### src/rtl/bpdc_pkg.sv
// ----------------------------------------------------------------------------
// bpdc_pkg
// Shared widths, limits, register codes and types for the buck PI controller.
// ----------------------------------------------------------------------------
package bpdc_pkg;

  localparam int PWM_MAX  = 255;
  localparam int SAMPLE_W = 10;
  localparam int DROP_W   = 10;
  localparam int DUTY_W   = 8;
  localparam int INTEG_W  = 16;
  // working width for the integrator sum before clamping
  localparam int SUM_W    = 18;
  // integrator holds duty scaled by 16
  localparam int FRAC_SH  = 4;
  localparam int FRAC_ONE = 1 << FRAC_SH;

  localparam int APB_DW   = 32;
  localparam int APB_AW   = 3;

  localparam logic signed [SUM_W-1:0] INTEG_HI   = SUM_W'(3 * PWM_MAX * FRAC_ONE);
  localparam logic signed [SUM_W-1:0] INTEG_LO   = SUM_W'(-(PWM_MAX * FRAC_ONE));
  localparam logic signed [SUM_W-1:0] PWM_MAX_S  = SUM_W'(PWM_MAX);
  localparam logic signed [SUM_W-1:0] ROUND_ADJ  = SUM_W'(FRAC_ONE - 1);
  // largest reload: (PWM_MAX + max stage/2) * 16
  localparam logic signed [SUM_W-1:0] RELOAD_MAX =
    SUM_W'((PWM_MAX + (1 << (SAMPLE_W - 1)) - 1) * FRAC_ONE);

  // register index, taken from paddr[2]
  localparam logic REG_DROP_OFFSET = 1'b0;
  localparam logic REG_FULL_ON     = 1'b1;

  typedef struct packed {
    logic [DUTY_W-1:0]         duty;
    logic signed [INTEG_W-1:0] integ;
  } bpdc_result_t;

endpackage

### src/rtl/bpdc_calc.sv
// ----------------------------------------------------------------------------
// bpdc_calc
// One PI step: integrate, clamp, form duty, back-calculate on saturation; full-on forces max duty.
// ----------------------------------------------------------------------------
module bpdc_calc import bpdc_pkg::*; (
  input  logic signed [INTEG_W-1:0] integ,
  input  logic [SAMPLE_W-1:0]       out_sample,
  input  logic [SAMPLE_W-1:0]       stage_sample,
  input  logic [DROP_W-1:0]         drop_offset,
  input  logic                      full_on_mode,
  output bpdc_result_t              result
);

  logic signed [SUM_W-1:0] err;
  logic signed [SUM_W-1:0] sum;
  logic signed [SUM_W-1:0] clamp;
  logic signed [SUM_W-1:0] quot;
  logic signed [SUM_W-1:0] prop;
  logic signed [SUM_W-1:0] raw;
  logic signed [SUM_W-1:0] reload;

  always_comb begin
    err = $signed({{(SUM_W-SAMPLE_W){1'b0}}, out_sample})
        + $signed({{(SUM_W-DROP_W){1'b0}}, drop_offset})
        - $signed({{(SUM_W-SAMPLE_W){1'b0}}, stage_sample});
    sum = $signed({{(SUM_W-INTEG_W){integ[INTEG_W-1]}}, integ}) + (err <<< 1);

    if (sum > INTEG_HI) begin
      clamp = INTEG_HI;
    end else if (sum < INTEG_LO) begin
      clamp = INTEG_LO;
    end else begin
      clamp = sum;
    end

    // divide by 16, truncating toward zero
    if (clamp[SUM_W-1]) begin
      quot = (clamp + ROUND_ADJ) >>> FRAC_SH;
    end else begin
      quot = clamp >>> FRAC_SH;
    end

    prop = $signed({{(SUM_W-SAMPLE_W+1){1'b0}}, stage_sample[SAMPLE_W-1:1]});
    raw  = quot - prop;

    if (raw > PWM_MAX_S) begin
      reload       = (PWM_MAX_S + prop) <<< FRAC_SH;
      result.duty  = DUTY_W'(PWM_MAX);
      result.integ = reload[INTEG_W-1:0];
    end else if (raw[SUM_W-1]) begin
      reload       = prop <<< FRAC_SH;
      result.duty  = '0;
      result.integ = reload[INTEG_W-1:0];
    end else begin
      reload       = clamp;
      result.duty  = raw[DUTY_W-1:0];
      result.integ = clamp[INTEG_W-1:0];
    end

    if (full_on_mode) begin
      result.duty = DUTY_W'(PWM_MAX);
    end
  end

endmodule

### src/rtl/buck_pi_duty_controller.sv
// ----------------------------------------------------------------------------
// buck_pi_duty_controller
// PI duty controller for a buck stage with back-calculation anti-windup.
// ----------------------------------------------------------------------------
//  channel | direction | handshake            | payload
//  --------+-----------+----------------------+---------------------------
//  in      | in        | in_valid / in_stall  | out_sample, stage_sample
//  out     | out       | out_valid / out_stall| duty
//  cfg     | in        | APB psel/penable     | drop_offset, full_on_mode
//
//  One word per cycle sustained while out_stall is low; a word passes through
//  the input register and the result register, with the integrator updated between them.
//  Synchronous reset clears valids, integrator and both config registers; data registers are not reset.
//  A stalled result holds a full input register; in_stall rises only then.
// ----------------------------------------------------------------------------
module buck_pi_duty_controller import bpdc_pkg::*; (
  input  logic                clk,
  input  logic                rst,
  input  logic                in_valid,
  output logic                in_stall,
  input  logic [SAMPLE_W-1:0] out_sample,
  input  logic [SAMPLE_W-1:0] stage_sample,
  output logic                out_valid,
  input  logic                out_stall,
  output logic [DUTY_W-1:0]   duty,
  input  logic                psel,
  input  logic                penable,
  input  logic                pwrite,
  input  logic [APB_AW-1:0]   paddr,
  input  logic [APB_DW-1:0]   pwdata,
  output logic [APB_DW-1:0]   prdata,
  output logic                pready
);

  logic [DROP_W-1:0]         drop_offset;
  logic                      full_on_mode;
  logic signed [INTEG_W-1:0] integ;
  logic                      s1_valid;
  logic [SAMPLE_W-1:0]       s1_out_sample;
  logic [SAMPLE_W-1:0]       s1_stage_sample;
  logic                      advance;
  logic                      s1_fire;
  logic                      cfg_write;
  bpdc_result_t              calc;

  assign pready    = 1'b1;
  assign cfg_write = psel && penable && pwrite && pready;

  always_ff @(posedge clk) begin
    if (rst) begin
      drop_offset  <= '0;
      full_on_mode <= 1'b0;
    end else if (cfg_write) begin
      case (paddr[2])
        REG_DROP_OFFSET: drop_offset  <= pwdata[DROP_W-1:0];
        REG_FULL_ON:     full_on_mode <= pwdata[0];
        default:         ;
      endcase
    end
  end

  always_comb begin
    case (paddr[2])
      REG_DROP_OFFSET: prdata = {{(APB_DW-DROP_W){1'b0}}, drop_offset};
      REG_FULL_ON:     prdata = {{(APB_DW-1){1'b0}}, full_on_mode};
      default:         prdata = '0;
    endcase
  end

  // result register drains or is empty
  assign advance  = !out_valid || !out_stall;
  assign in_stall = s1_valid && !advance;
  assign s1_fire  = s1_valid && advance;

  always_ff @(posedge clk) begin
    if (rst) begin
      s1_valid <= 1'b0;
    end else if (!in_stall) begin
      s1_valid <= in_valid;
    end
  end

  always_ff @(posedge clk) begin
    if (in_valid && !in_stall) begin
      s1_out_sample   <= out_sample;
      s1_stage_sample <= stage_sample;
    end
  end

  bpdc_calc u_calc (
    .integ        (integ),
    .out_sample   (s1_out_sample),
    .stage_sample (s1_stage_sample),
    .drop_offset  (drop_offset),
    .full_on_mode (full_on_mode),
    .result       (calc)
  );

  always_ff @(posedge clk) begin
    if (rst) begin
      integ     <= '0;
      out_valid <= 1'b0;
    end else begin
      if (advance) begin
        out_valid <= s1_valid;
      end
      if (s1_fire) begin
        integ <= calc.integ;
      end
    end
  end

  always_ff @(posedge clk) begin
    if (s1_fire) begin
      duty <= calc.duty;
    end
  end

`ifndef SYNTHESIS
  a_integ_range: assert property (@(posedge clk) disable iff (rst)
    ($signed({{(SUM_W-INTEG_W){integ[INTEG_W-1]}}, integ}) >= INTEG_LO) &&
    ($signed({{(SUM_W-INTEG_W){integ[INTEG_W-1]}}, integ}) <= RELOAD_MAX))
    else $error("integrator outside its clamp and reload range");

  a_integ_hold: assert property (@(posedge clk) disable iff (rst)
    !s1_fire |=> $stable(integ))
    else $error("integrator changed without a word moving on");

  a_fire_to_out: assert property (@(posedge clk) disable iff (rst)
    s1_fire |=> out_valid)
    else $error("word left input register but no result shown");

  a_stall_only_full: assert property (@(posedge clk) disable iff (rst)
    in_stall |-> (s1_valid && out_valid && out_stall))
    else $error("input stalled while pipeline could move");
`endif

endmodule
### config.mk
export PLATFORM = sky130hd
export DESIGN_NAME = buck_pi_duty_controller
export DESIGN_NICKNAME = d
export VERILOG_FILES = /design/src/rtl/bpdc_pkg.sv /design/src/rtl/bpdc_calc.sv /design/src/rtl/buck_pi_duty_controller.sv
export SDC_FILE = /design/constraint.sdc
export NUM_CORES = 1
export LEC_CHECK = 0
export BUFFER_PORTS_ARGS = -buffer_cell sky130_fd_sc_hd__buf_2
export CAP_MARGIN = 20
export CORE_ASPECT_RATIO = 1.4
export CORE_MARGIN = 2
export CORE_UTILIZATION = 30
export DETAILED_ROUTE_END_ITERATION = 8
export PLACE_DENSITY_LB_ADDON = 0.1
export REMOVE_ABC_BUFFERS = 1
export SYNTH_ARGS = -nofsm -noshare
export SYNTH_HDL_FRONTEND = slang
export SYNTH_HIERARCHICAL = 1
export SYNTH_SLANG_ARGS = --single-unit
export TNS_END_PERCENT = 30
### constraint.sdc
create_clock -name clk -period 21.5 [get_ports clk]
set_input_delay 6.45 -clock clk [delete_from_list [all_inputs] [get_ports clk]]
set_output_delay 6.45 -clock clk [all_outputs]
set_load 0.01 [all_outputs]
* After elaboration in Yosys (flattened, before gate mapping)
Cells that the tools add are included.
Storage, ports and cells: register bits after elaboration 57, output and inout port bits 43
Operators by class: add/sub/neg operators 6, order comparisons 3, multiplexer cells 6, bitwise gates (word level) 1, reduce and logical (&&, ||, !) cells 13
Operators by type and width (count):
- one-hot mux 32 bit (2 select lines) | 1
- two-way mux 18 bit | 3
- two-way mux 24 bit | 1
- adder 16 x 18 -> 18 bit | 1
- adder 18 x 5 -> 18 bit, second input constant | 1
- > comparator 18 x 15 -> 1 bit, second input constant | 1
- > comparator 18 x 9 -> 1 bit, second input constant | 1
- < comparator 18 x 13 -> 1 bit, second input constant | 1
- subtractor 18 x 10 -> 18 bit | 1
- subtractor 17 x 11 -> 17 bit | 1
- two-way mux 16 bit | 1
- adder 10 x 10 -> 11 bit | 1
- adder 8 x 9 -> 10 bit, first input constant | 1
- logical AND 1 bit | 5
- zero test 1 bit | 4
- AND reduction 2 bit | 2
- OR reduction 2 bit | 1
- logical OR 1 bit | 1
- NOT 1 bit | 1

* Depth between registers and ports, before layout
Gate-level depths: netlist (run 1).
word-level depth 11, mapped depth 41, depth with buffers taken out 39

* Hierarchy
Netlist (run 1), hierarchy kept.
Modules (own cells, without submodules):
- bpdc_calc | instances 1, cells an instance 427, area an instance 3106.7 µm², seq. area each 0.0 µm²
- buck_pi_duty_controller | instances 1, cells an instance 192, area an instance 2406.1 µm², seq. area each 1421.4 µm²

* Worst setup path after synthesis (run 1)
OpenSTA, ideal clock, no wires.
path type in2out, start input port paddr[2], end output port prdata[2], arrival 6892 ps, data required time 15050 ps, slack 8158 ps, stages 2, cells stage by stage clkbuf_1 > and2b_1
Between the ends: cells in the longest elaborated chain, start to end 2
Ends and longest elaborated chain:
- start, declared | RTL line buck_pi_duty_controller.sv:29 | input logic [APB_AW-1:0] paddr,
- NOT 1 bit
- one-hot mux 32 bit (2 select lines) (*) | RTL line buck_pi_duty_controller.sv:63 | case (paddr[2])
- end, declared | RTL line buck_pi_duty_controller.sv:31 | output logic [APB_DW-1:0] prdata,
Every way passes the cells marked *; elsewhere a longest branch is shown, timed or not. The select of a mux whose other input is x is not followed.

* Worst setup path after layout (run 1)
start input port paddr[2], end output port prdata[0]
The elaborated chain is that of the path after synthesis.

==> flow_metrics.tcl, run 1 <==
set metrics [dict create \
    via_per_inst 4.94 \
    leakage_nw 2.65 \
    r2r_cells 34 \
    worstPathArrival_ns 7.16 \
    hold_end "integ[3]" \
    layout-drive-gt1-share_pct 16.7 \
    p_per_area_mw_per_mm2 110 \
    rsz0062_at_grt "false" \
    hold_path_depth 2 \
    grt_use_total_pct 15.4 \
    synthFlopType "dfxtp_1" \
    grt_pass1_vias 4573 \
    tns_ns 0 \
    path_max_fanout 12 \
    wl_per_cell_um 16.0 \
    yosysMostFrequentCell "nand2b_1" \
    syn_area_per_cell_um2 8.91 \
    cts_setup_buffers 0 \
    gr-total-overflow 0 \
    final_cells 909 \
    path_class "in2out" \
    path_clk_slew_ns 0.06 \
    fin_crit_sh_pct 63.3 \
    clock_skew_ns 0.00848 \
    antenna_found_initial 0 \
    cp-start-kind "input port" \
    area_growth_pct 12.3 \
    synth-seq-cells 57 \
    maxSlewHeadroom_pct 47.8 \
    cts-resized-gates 0 \
    num_vias 4492 \
    clockBufferDepth 2 \
    setup_violations 0 \
    holdBufCountCts 0 \
    synth_top_area_share_pct 15.3 \
    die-area_mm2 0.0195 \
    synth_largest_area_cell "edfxtp_1" \
    place_congestion 0.792 \
    max_freq_mhz 73.5 \
    drc 0 \
    slew_viol_final 0 \
    r2r-end "integ[6]" \
    syn-instance-count 619 \
    r2r-start "s1_stage_sample[1]" \
    synth_edf_count 28 \
    place_inst 891 \
    min_period_ns 13.61 \
    die_x_um 119 \
    numCtsBuffers 9 \
    hold_viol 0 \
    antenna_left 0 \
    status "completed" \
    ios 105 \
    initial_core_util_pct 30.6 \
    rows 58 \
    cts_tree "built" \
    drtIter0Drc 197 \
    numPortBuffers 57 \
    synth_area_leaders "edfxtp_1 15%, dfxtp_1 11%, ha_1 8.4%" \
    synth_seq_area_share_pct 25.8 \
    syn_area_mm2 0.00551 \
    synth_warnings 6 \
    antenna_cells 0 \
    required_ns 15.05 \
    hp-class "reg2reg" \
    grt_max_degree 56 \
    synthArstFlopShare_pct 0 \
    worstHoldStart "integ[3]" \
    clk_latency_ns 0.34 \
    wl_mm 14.5 \
    cts_max_level 3 \
    grt_pass1_wl_mm 23.5 \
    worstSetupEndpointType "output pin" \
    synth_commonest_cells "60 x nand2b_1, 50 x inv_1, 37 x ha_1" \
    worst_slew_pin_slew_ns 0.782 \
    cap_viol_max_count 0 \
    synth_cell_types 86 \
    dr.pass1.iters 4 \
    irDropWorstVdd_mv 0.0474 \
    die_h_um 164 \
    coreArea_mm2 0.0180 \
    hpwl_mm 11.7 \
    final_nets 775 \
    r2r_slack_ns 12.45 \
    cts.sinks 57 \
    clockRootBuffer "clkbuf_16" \
]
[report_power, final]
group	total (mW)	leakage, nW	internal [mW]	switching [mW]
registers	0.136	0.507	0.130	0.00592
clock network	0.133	0.128	0.0806	0.0529
logic	0.410	2.02	0.158	0.251
total	0.679	2.65	0.368	0.310
[metrics by stage]
stage	total power, mW	setup slack, ns	area [µm²]	hold slack (ns)	util, %
floorplan	0.442	8.26	5270	0.452	-
global placement	0.545	7.88	5880	0.467	32.7
detailed placement	0.548	7.86	5880	0.465	32.7
CTS	0.686	7.86	6160	0.484	34.2
global route	0.733	7.84	6190	0.503	34.4
finish	0.679	7.89	6190	0.480	34.4
[per-layer routing]
| metal | track usage, % | part of all wire [%] | vias to the layer above |
|---|---|---|---|
| met3 | 1.69 | 2.6 | 13 |
| met2 | 30.2 | 55 | 104 |
| met4 | 5.36 | 1.7 | 0 |
| li1 | - | - | 2235 |
| met1 | 16.9 | 41 | 2140 |
| met5 | 0 | 0 | - |
[critical path: stages]
cell and delay (ns):
buf_2 0.21, mux2_2 0.36, buf_2 0.14
[state kept, by name, indices dropped and copies added, names as in the netlist]
signal,flops
full_on_mode,1
duty,8
integ,16
drop_offset,10
out_valid,1
s1_valid,1
s1_stage_sample,10
s1_out_sample,10
[kinds of logic (layout without fill, tap and decap cells)]
family / after synthesis / count (layout) / share of synthesized area [%]
AOI/OAI and AO/OA: 145 / 145 / 20.5
and+or+nand+nor: 207 / 207 / 21.0
DFF: 57 / 57 / 25.8
buffers and inverters: 98 / 127 / 9.24
other: 2 / 23 / 0.136
xor gates and xnor gates: 32 / 32 / 5.22
adders and majority gates: 49 / 49 / 12.8
muxes: 29 / 29 / 5.29
[cell usage in the layout, fill, tap and decap left out, types with 4 or more instances in the layout]
master / n
nand2b_1: 60
buf_2: 57
inv_1: 50
ha_1: 37
nor2_1: 34
a21oi_1: 31
dfxtp_1: 29
nand2_1: 29
mux2i_1: 28
edfxtp_1: 28
conb_1: 23
o21ai_0: 22
xnor2_1: 20
nor3_1: 12
fa_1: 12
nor2b_1: 11
xor2_1: 11
and2_1: 10
clkbuf_16: 9
a21o_1: 9
a211o_1: 9
nand3_1: 8
a31oi_1: 7
a211oi_1: 7
and2b_1: 6
nand4_1: 6
nor4_1: 6
o21a_1: 5
o21bai_1: 4
[how the worst max path moves through the flow]
stage / start / end / slack (ns) / depth (start not counted)
floorplan: paddr[2] / prdata[0] / 8.26 / 1
global placement: paddr[2] / prdata[0] / 7.88 / 3
detailed placement: paddr[2] / prdata[0] / 7.86 / 3
CTS: paddr[2] / prdata[0] / 7.86 / 3
global route: paddr[2] / prdata[0] / 7.84 / 3
finish: paddr[2] / prdata[0] / 7.89 / 3
[layout make-up]
cell class / instances / area, µm²
Multi-Input combinational cell: 485 / 3670
Clock buffer: 11 / 243
Tap cell: 240 / 300
Inverter: 50 / 188
Clock inverter: 5 / 32.5
Sequential cell: 57 / 1420
Timing Repair Buffer: 61 / 335
Fill cell: 1941 / 11800
(Power assumes the default switching activity.)
==> run 2, diff against run 1 <==
==> constraint.sdc (replaced) <==
create_clock -name clk -period 12.6 [get_ports clk]
set_input_delay 3.78 -clock clk [delete_from_list [all_inputs] [get_ports clk]]
set_output_delay 3.78 -clock clk [all_outputs]
set_load 0.01 [all_outputs]
==> run 2 against run 1 <==
  * Global-route usage is 0.32 points lower
  * Sequential power grew 70%
  * Core utilization up 0.17 points
  * Clock skew shrank 0.0020 ns
  * Register-to-register slack got worse by 9.0 ns
  * Design area is 0.51% higher
  * Clock-buffer cell count did not move
  * Sequential share of layout area decreased by 0.12 points
  * Total power up 75%
  * Routed wire length decreased by 0.31%
  * Worst setup slack got worse by 4.4 ns
  * Critical path type is now reg2reg
  * Largest cell class unchanged
  * Largest power group unchanged
==> flow_metrics.tcl, run 2 (synthesis gave the netlist of run 1 again) <==
set metrics [dict create \
    irDropWorstVdd_mv 0.0843 \
    cts.sinks 57 \
    dr.pass1.iters 4 \
    rows 58 \
    drtIter0Drc 195 \
    post-route-worst-setup-slack_ns 3.49 \
    layout-drive-gt1-share_pct 16.7 \
    final_cell_mix "60 x nand2b_1, 57 x buf_2, 50 x inv_1" \
    cp-start-kind "flip-flop" \
    maxSlewHeadroom_pct 48.3 \
    clockRootBuffer "clkbuf_16" \
    slew_viol_final 0 \
    path_common_cell "a21oi_1" \
    clockBufferDepth 2 \
    max_freq_mhz 110 \
    largest_reg_flops 16 \
    leakage_nw 2.67 \
    area_growth_pct 12.9 \
    antenna_found_initial 0 \
    worstPathArrival_ns 9.37 \
    wl_per_cell_um 15.9 \
    clk_latency_ns 0.33 \
    die-area_mm2 0.0195 \
    hold_path_depth 2 \
    grt_pass1_wl_mm 23.1 \
    numCtsBuffers 9 \
    grt_pass1_vias 4452 \
    hold_viol 0 \
    cts_setup_buffers 0 \
    grt_max_degree 56 \
    slowest_stage "o21ai_1" \
    num_vias 4514 \
    cts-resized-gates 0 \
    drc 0 \
    worstSetupEndpointType "flip-flop" \
    dp_slack_ns 3.54 \
    gr-total-overflow 0 \
    final_common_cell "nand2b_1" \
    worst_slew_pin_slew_ns 0.776 \
    slowest_delay_ns 0.60 \
    fin_crit_sh_pct 72.3 \
    min_period_ns 9.11 \
    grt_use_total_pct 15.1 \
    tns_ns 0 \
    cts_max_level 3 \
    p_per_area_mw_per_mm2 191 \
    rsz0062_at_grt "false" \
    place_congestion 0.814 \
    total_power_mw 1.19 \
    holdBufCountCts 0 \
    die_x_um 119 \
    ios 105 \
    coreArea_mm2 0.0180 \
    hp-class "reg2reg" \
    post_dp_cell_area_mm2 0.00588 \
    required_ns 12.86 \
    status "completed" \
    antenna_cells 0 \
    cap_viol_max_count 0 \
    path_class "reg2reg" \
    final_nets 775 \
    path_clk_slew_ns 0.06 \
    wl_mm 14.5 \
    cts_tree "built" \
    antenna_left 0 \
    setup_violations 0 \
    post-route-cell-area_mm2 0.00622 \
    top_register "integ" \
    via_per_inst 4.97 \
    hpwl_mm 11.5 \
    initial_core_util_pct 30.6 \
    die_h_um 164 \
    path_max_fanout 13 \
    numPortBuffers 57 \
    r2r_cells 34 \
    clock_skew_ns 0.00644 \
]
==> run 2: critical path: cells and delay by family, from the launching register on <==
| family | cells | cell delay (ns) |
|---|---|---|
| muxes | 1 | 0.13 |
| xor gates and xnor gates | 2 | 0.55 |
| DFF | 1 | 0.50 |
| AOI/OAI and AO/OA | 16 | 4.56 |
| and+or+nand+nor | 10 | 1.57 |
| adders and majority gates | 4 | 1.63 |
| buffers and inverters | 1 | 0.07 |
==> run 2: path summary, 6_finish.rpt <==
path | slack (ns) | to | start
min reg2reg | 0.48 | integ[10] | integ[10]
max reg2reg | 3.49 | integ[8] | s1_stage_sample[1]
max | 3.49 | integ[8] | s1_stage_sample[1]
min | 0.48 | integ[10] | integ[10]
==> run 2: area by class of cell <==
cell class                      count  area, µm²
Multi-Input combinational cell    485       3670
Tap cell                          240        300
Inverter                           50        188
Clock inverter                      5       56.3
Sequential cell                    57       1420
Clock buffer                       11        243
Fill cell                        1939      11800
Timing Repair Buffer               61        343
==> run 2: routing by layer <==
metal,global-route usage (%),vias up,share of wire [%]
met2,28.5,109,53
li1,-,2245,-
met3,2.07,22,3.3
met4,6.17,0,2.9
met5,0,-,0
met1,16.9,2138,41
==> run 2: report_power, final <==
part           internal, mW  total [mW]  switching [mW]
logic                 0.270       0.707           0.436
clock network         0.158       0.249          0.0907
registers             0.221       0.231         0.00977
==> run 2: stage by stage <==
step,utilization (%),std cells,hold slack (ns)
2_1_floorplan,-,592,0.452
6_report,34.6,909,0.480
3_5_place_dp,32.7,891,0.469
3_3_place_gp,32.7,891,0.468
5_1_grt,34.6,909,0.498
4_1_cts,34.3,907,0.482
==> run 3, diff against run 2 <==
--- a/config.mk
+++ b/config.mk
@@ -5,6 +5,7 @@
 export SDC_FILE = /design/constraint.sdc
 export NUM_CORES = 1
 export LEC_CHECK = 0
+export ABC_AREA = 1
 export BUFFER_PORTS_ARGS = -buffer_cell sky130_fd_sc_hd__buf_2
 export CAP_MARGIN = 20
 export CORE_ASPECT_RATIO = 1.4
==> constraint.sdc (replaced) <==
create_clock -name clk -period 9.3 [get_ports clk]
set_input_delay 2.79 -clock clk [delete_from_list [all_inputs] [get_ports clk]]
set_output_delay 2.79 -clock clk [all_outputs]
set_load 0.01 [all_outputs]
==> run 3 against run 2 <==
  * Register-to-register slack got worse by 2.4 ns
  * Worst setup slack lost 2.4 ns
  * Sequential share of layout area shrank 0.082 points
  * Critical path type unchanged
  * Final cell count grew 22%
==> flow_metrics.tcl, run 3 <==
set metrics [dict create \
    antenna_found_initial 0 \
    path_clk_slew_ns 0.06 \
    slew_viol_final 0 \
    use_met2_pct 29.9 \
    final_common_cell "nand2_1" \
    path_max_fanout 17 \
    required_ns 9.57 \
    synth_cell_types 43 \
    rows 58 \
    final_cell_mix "172 x nand2_1, 128 x inv_1, 107 x nor2_1" \
    r2r_slack_ns 1.11 \
    place_congestion 0.880 \
    total_power_mw 1.67 \
    numPortBuffers 57 \
    clockBufferDepth 2 \
    clock_skew_ns 0.00908 \
    hold_viol 0 \
    setup_violations 0 \
    grt_use_met1_pct 18.2 \
    dr.pass1.iters 4 \
    numCtsBuffers 9 \
    largest_reg_flops 16 \
    coreArea_mm2 0.0180 \
    path_class "reg2reg" \
    p_per_area_mw_per_mm2 268 \
    grt_pass1_vias 4799 \
    fin_crit_sh_pct 88.1 \
    die_h_um 165 \
    grt.busiest_layer "met2" \
    grt_use_total_pct 15.8 \
    synth_area_leaders "edfxtp_1 15%, nand2_1 12%, dfxtp_1 11%" \
    synth_seq_area_share_pct 25.7 \
    clk_latency_ns 0.33 \
    maxSlewHeadroom_pct 49.5 \
    via_per_inst 4.37 \
    cts_max_level 3 \
    worst_slew_pin_slew_ns 0.757 \
    dp_slack_ns 0.893 \
    area_growth_pct 13.1 \
    rsz0062_at_grt "false" \
    grt_pass1_wl_mm 24.2 \
    layout-drive-gt1-share_pct 16.1 \
    synth_largest_area_cell "edfxtp_1" \
    wl_mm 14.6 \
    yosysMostFrequentCell "nand2_1" \
    status "completed" \
    synth-seq-cells 57 \
    cp-start-kind "flip-flop" \
    synthFlopType "dfxtp_1" \
    slowest_delay_ns 0.46 \
    ios 105 \
    synthArstFlopShare_pct 0 \
    syn-instance-count 805 \
    grt_util_met3_pct 1.86 \
    cts_tree "built" \
    gr-total-overflow 0 \
    synth_top_area_share_pct 15.2 \
    cts.sinks 57 \
    holdBufCountCts 0 \
    drtIter0Drc 204 \
    clockRootBuffer "clkbuf_16" \
    syn_area_per_cell_um2 6.86 \
    path_common_cell "nand2_1" \
    final_nets 971 \
    cap_viol_max_count 0 \
    hpwl_mm 12.1 \
    worstSetupEndpointType "flip-flop" \
    wl_per_cell_um 13.3 \
    syn_area_mm2 0.00552 \
    worstPathArrival_ns 8.46 \
    num_vias 4833 \
    post-route-worst-setup-slack_ns 1.11 \
    antenna_cells 0 \
    grt_max_degree 28 \
    synth_edf_count 28 \
    hp-class "reg2reg" \
    synth_warnings 6 \
    leakage_nw 3.23 \
    drc 0 \
    initial_core_util_pct 30.7 \
    antenna_left 0 \
    die-area_mm2 0.0195 \
    tns_ns 0 \
    min_period_ns 8.19 \
    slowest_stage "fa_1" \
    irDropWorstVdd_mv 0.114 \
    top_register "integ" \
    die_x_um 119 \
    synth_commonest_cells "172 x nand2_1, 128 x inv_1, 108 x nor2_1" \
    max_freq_mhz 122 \
]
-- run 3: repair_timing --
| item | in CTS | in global routing |
|---|---|---|
| setup buffers | 0 | 3 |
| gates resized for setup | 0 | 1 |
| setup endpoints to repair | 0 | 7 |
-- run 3: final timing paths --
| kind | from | end | cells after the start |
|---|---|---|---|
| max | s1_stage_sample[2] | integ[5] | 51 |
| min reg2reg | integ[9] | integ[9] | 2 |
| min | integ[9] | integ[9] | 2 |
| max reg2reg | s1_stage_sample[2] | integ[5] | 51 |
-- run 3: area by class of cell --
cell class,count,area [µm²]
clock buffers,10,229
well taps,240,300
multi-input cells,596,3380
clock inverters,6,82.6
repair buffers,61,328
flip-flops and latches,57,1420
fillers,2079,11800
inverters,135,509
-- run 3: power breakdown --
| part | total [mW] | switching (mW) | internal (mW) |
|---|---|---|---|
| combinational | 1.00 | 0.659 | 0.345 |
| sequential | 0.314 | 0.0130 | 0.301 |
| clock | 0.353 | 0.120 | 0.233 |
| total | 1.67 | 0.792 | 0.879 |
-- run 3: metrics by stage --
step                      hold WS [ns]  area, µm²  instances  util, %
after global placement           0.474       5900       1086     32.8
after CTS                        0.495       6210       1102     34.5
after detailed placement         0.484       5900       1086     32.8
after floorplan                  0.462       5300        788        -
after global routing             0.513       6250       1105     34.7
final                            0.491       6250       1105     34.7
-- run 3: critical path: cells and delay by family (launching register included) --
family	cells	cell delay, ns
DFF	1	0.43
buffers and inverters	6	0.60
adders and majority gates	4	1.40
xor gates and xnor gates	1	0.20
AOI/OAI and AO/OA	14	2.35
and+or+nand+nor	26	3.10
-- run 3: logic make-up after synthesis --
logic type      after synthesis  share of synthesized area (%)
flops                        57                           25.7
other cells                   2                          0.136
xor+xnor                     25                           4.10
compound gates               64                           6.41
simple gates                435                           36.3
buf+inv                     173                           14.6
fa+ha+maj                    49                           12.7
-- run 3: routing by layer --
layer | wire (µm) | vias to the layer above
met5 | 0 | -
met4 | 346 | 0
met3 | 395 | 18
met2 | 7550 | 96
met1 | 6360 | 2123
li1 | - | 2596
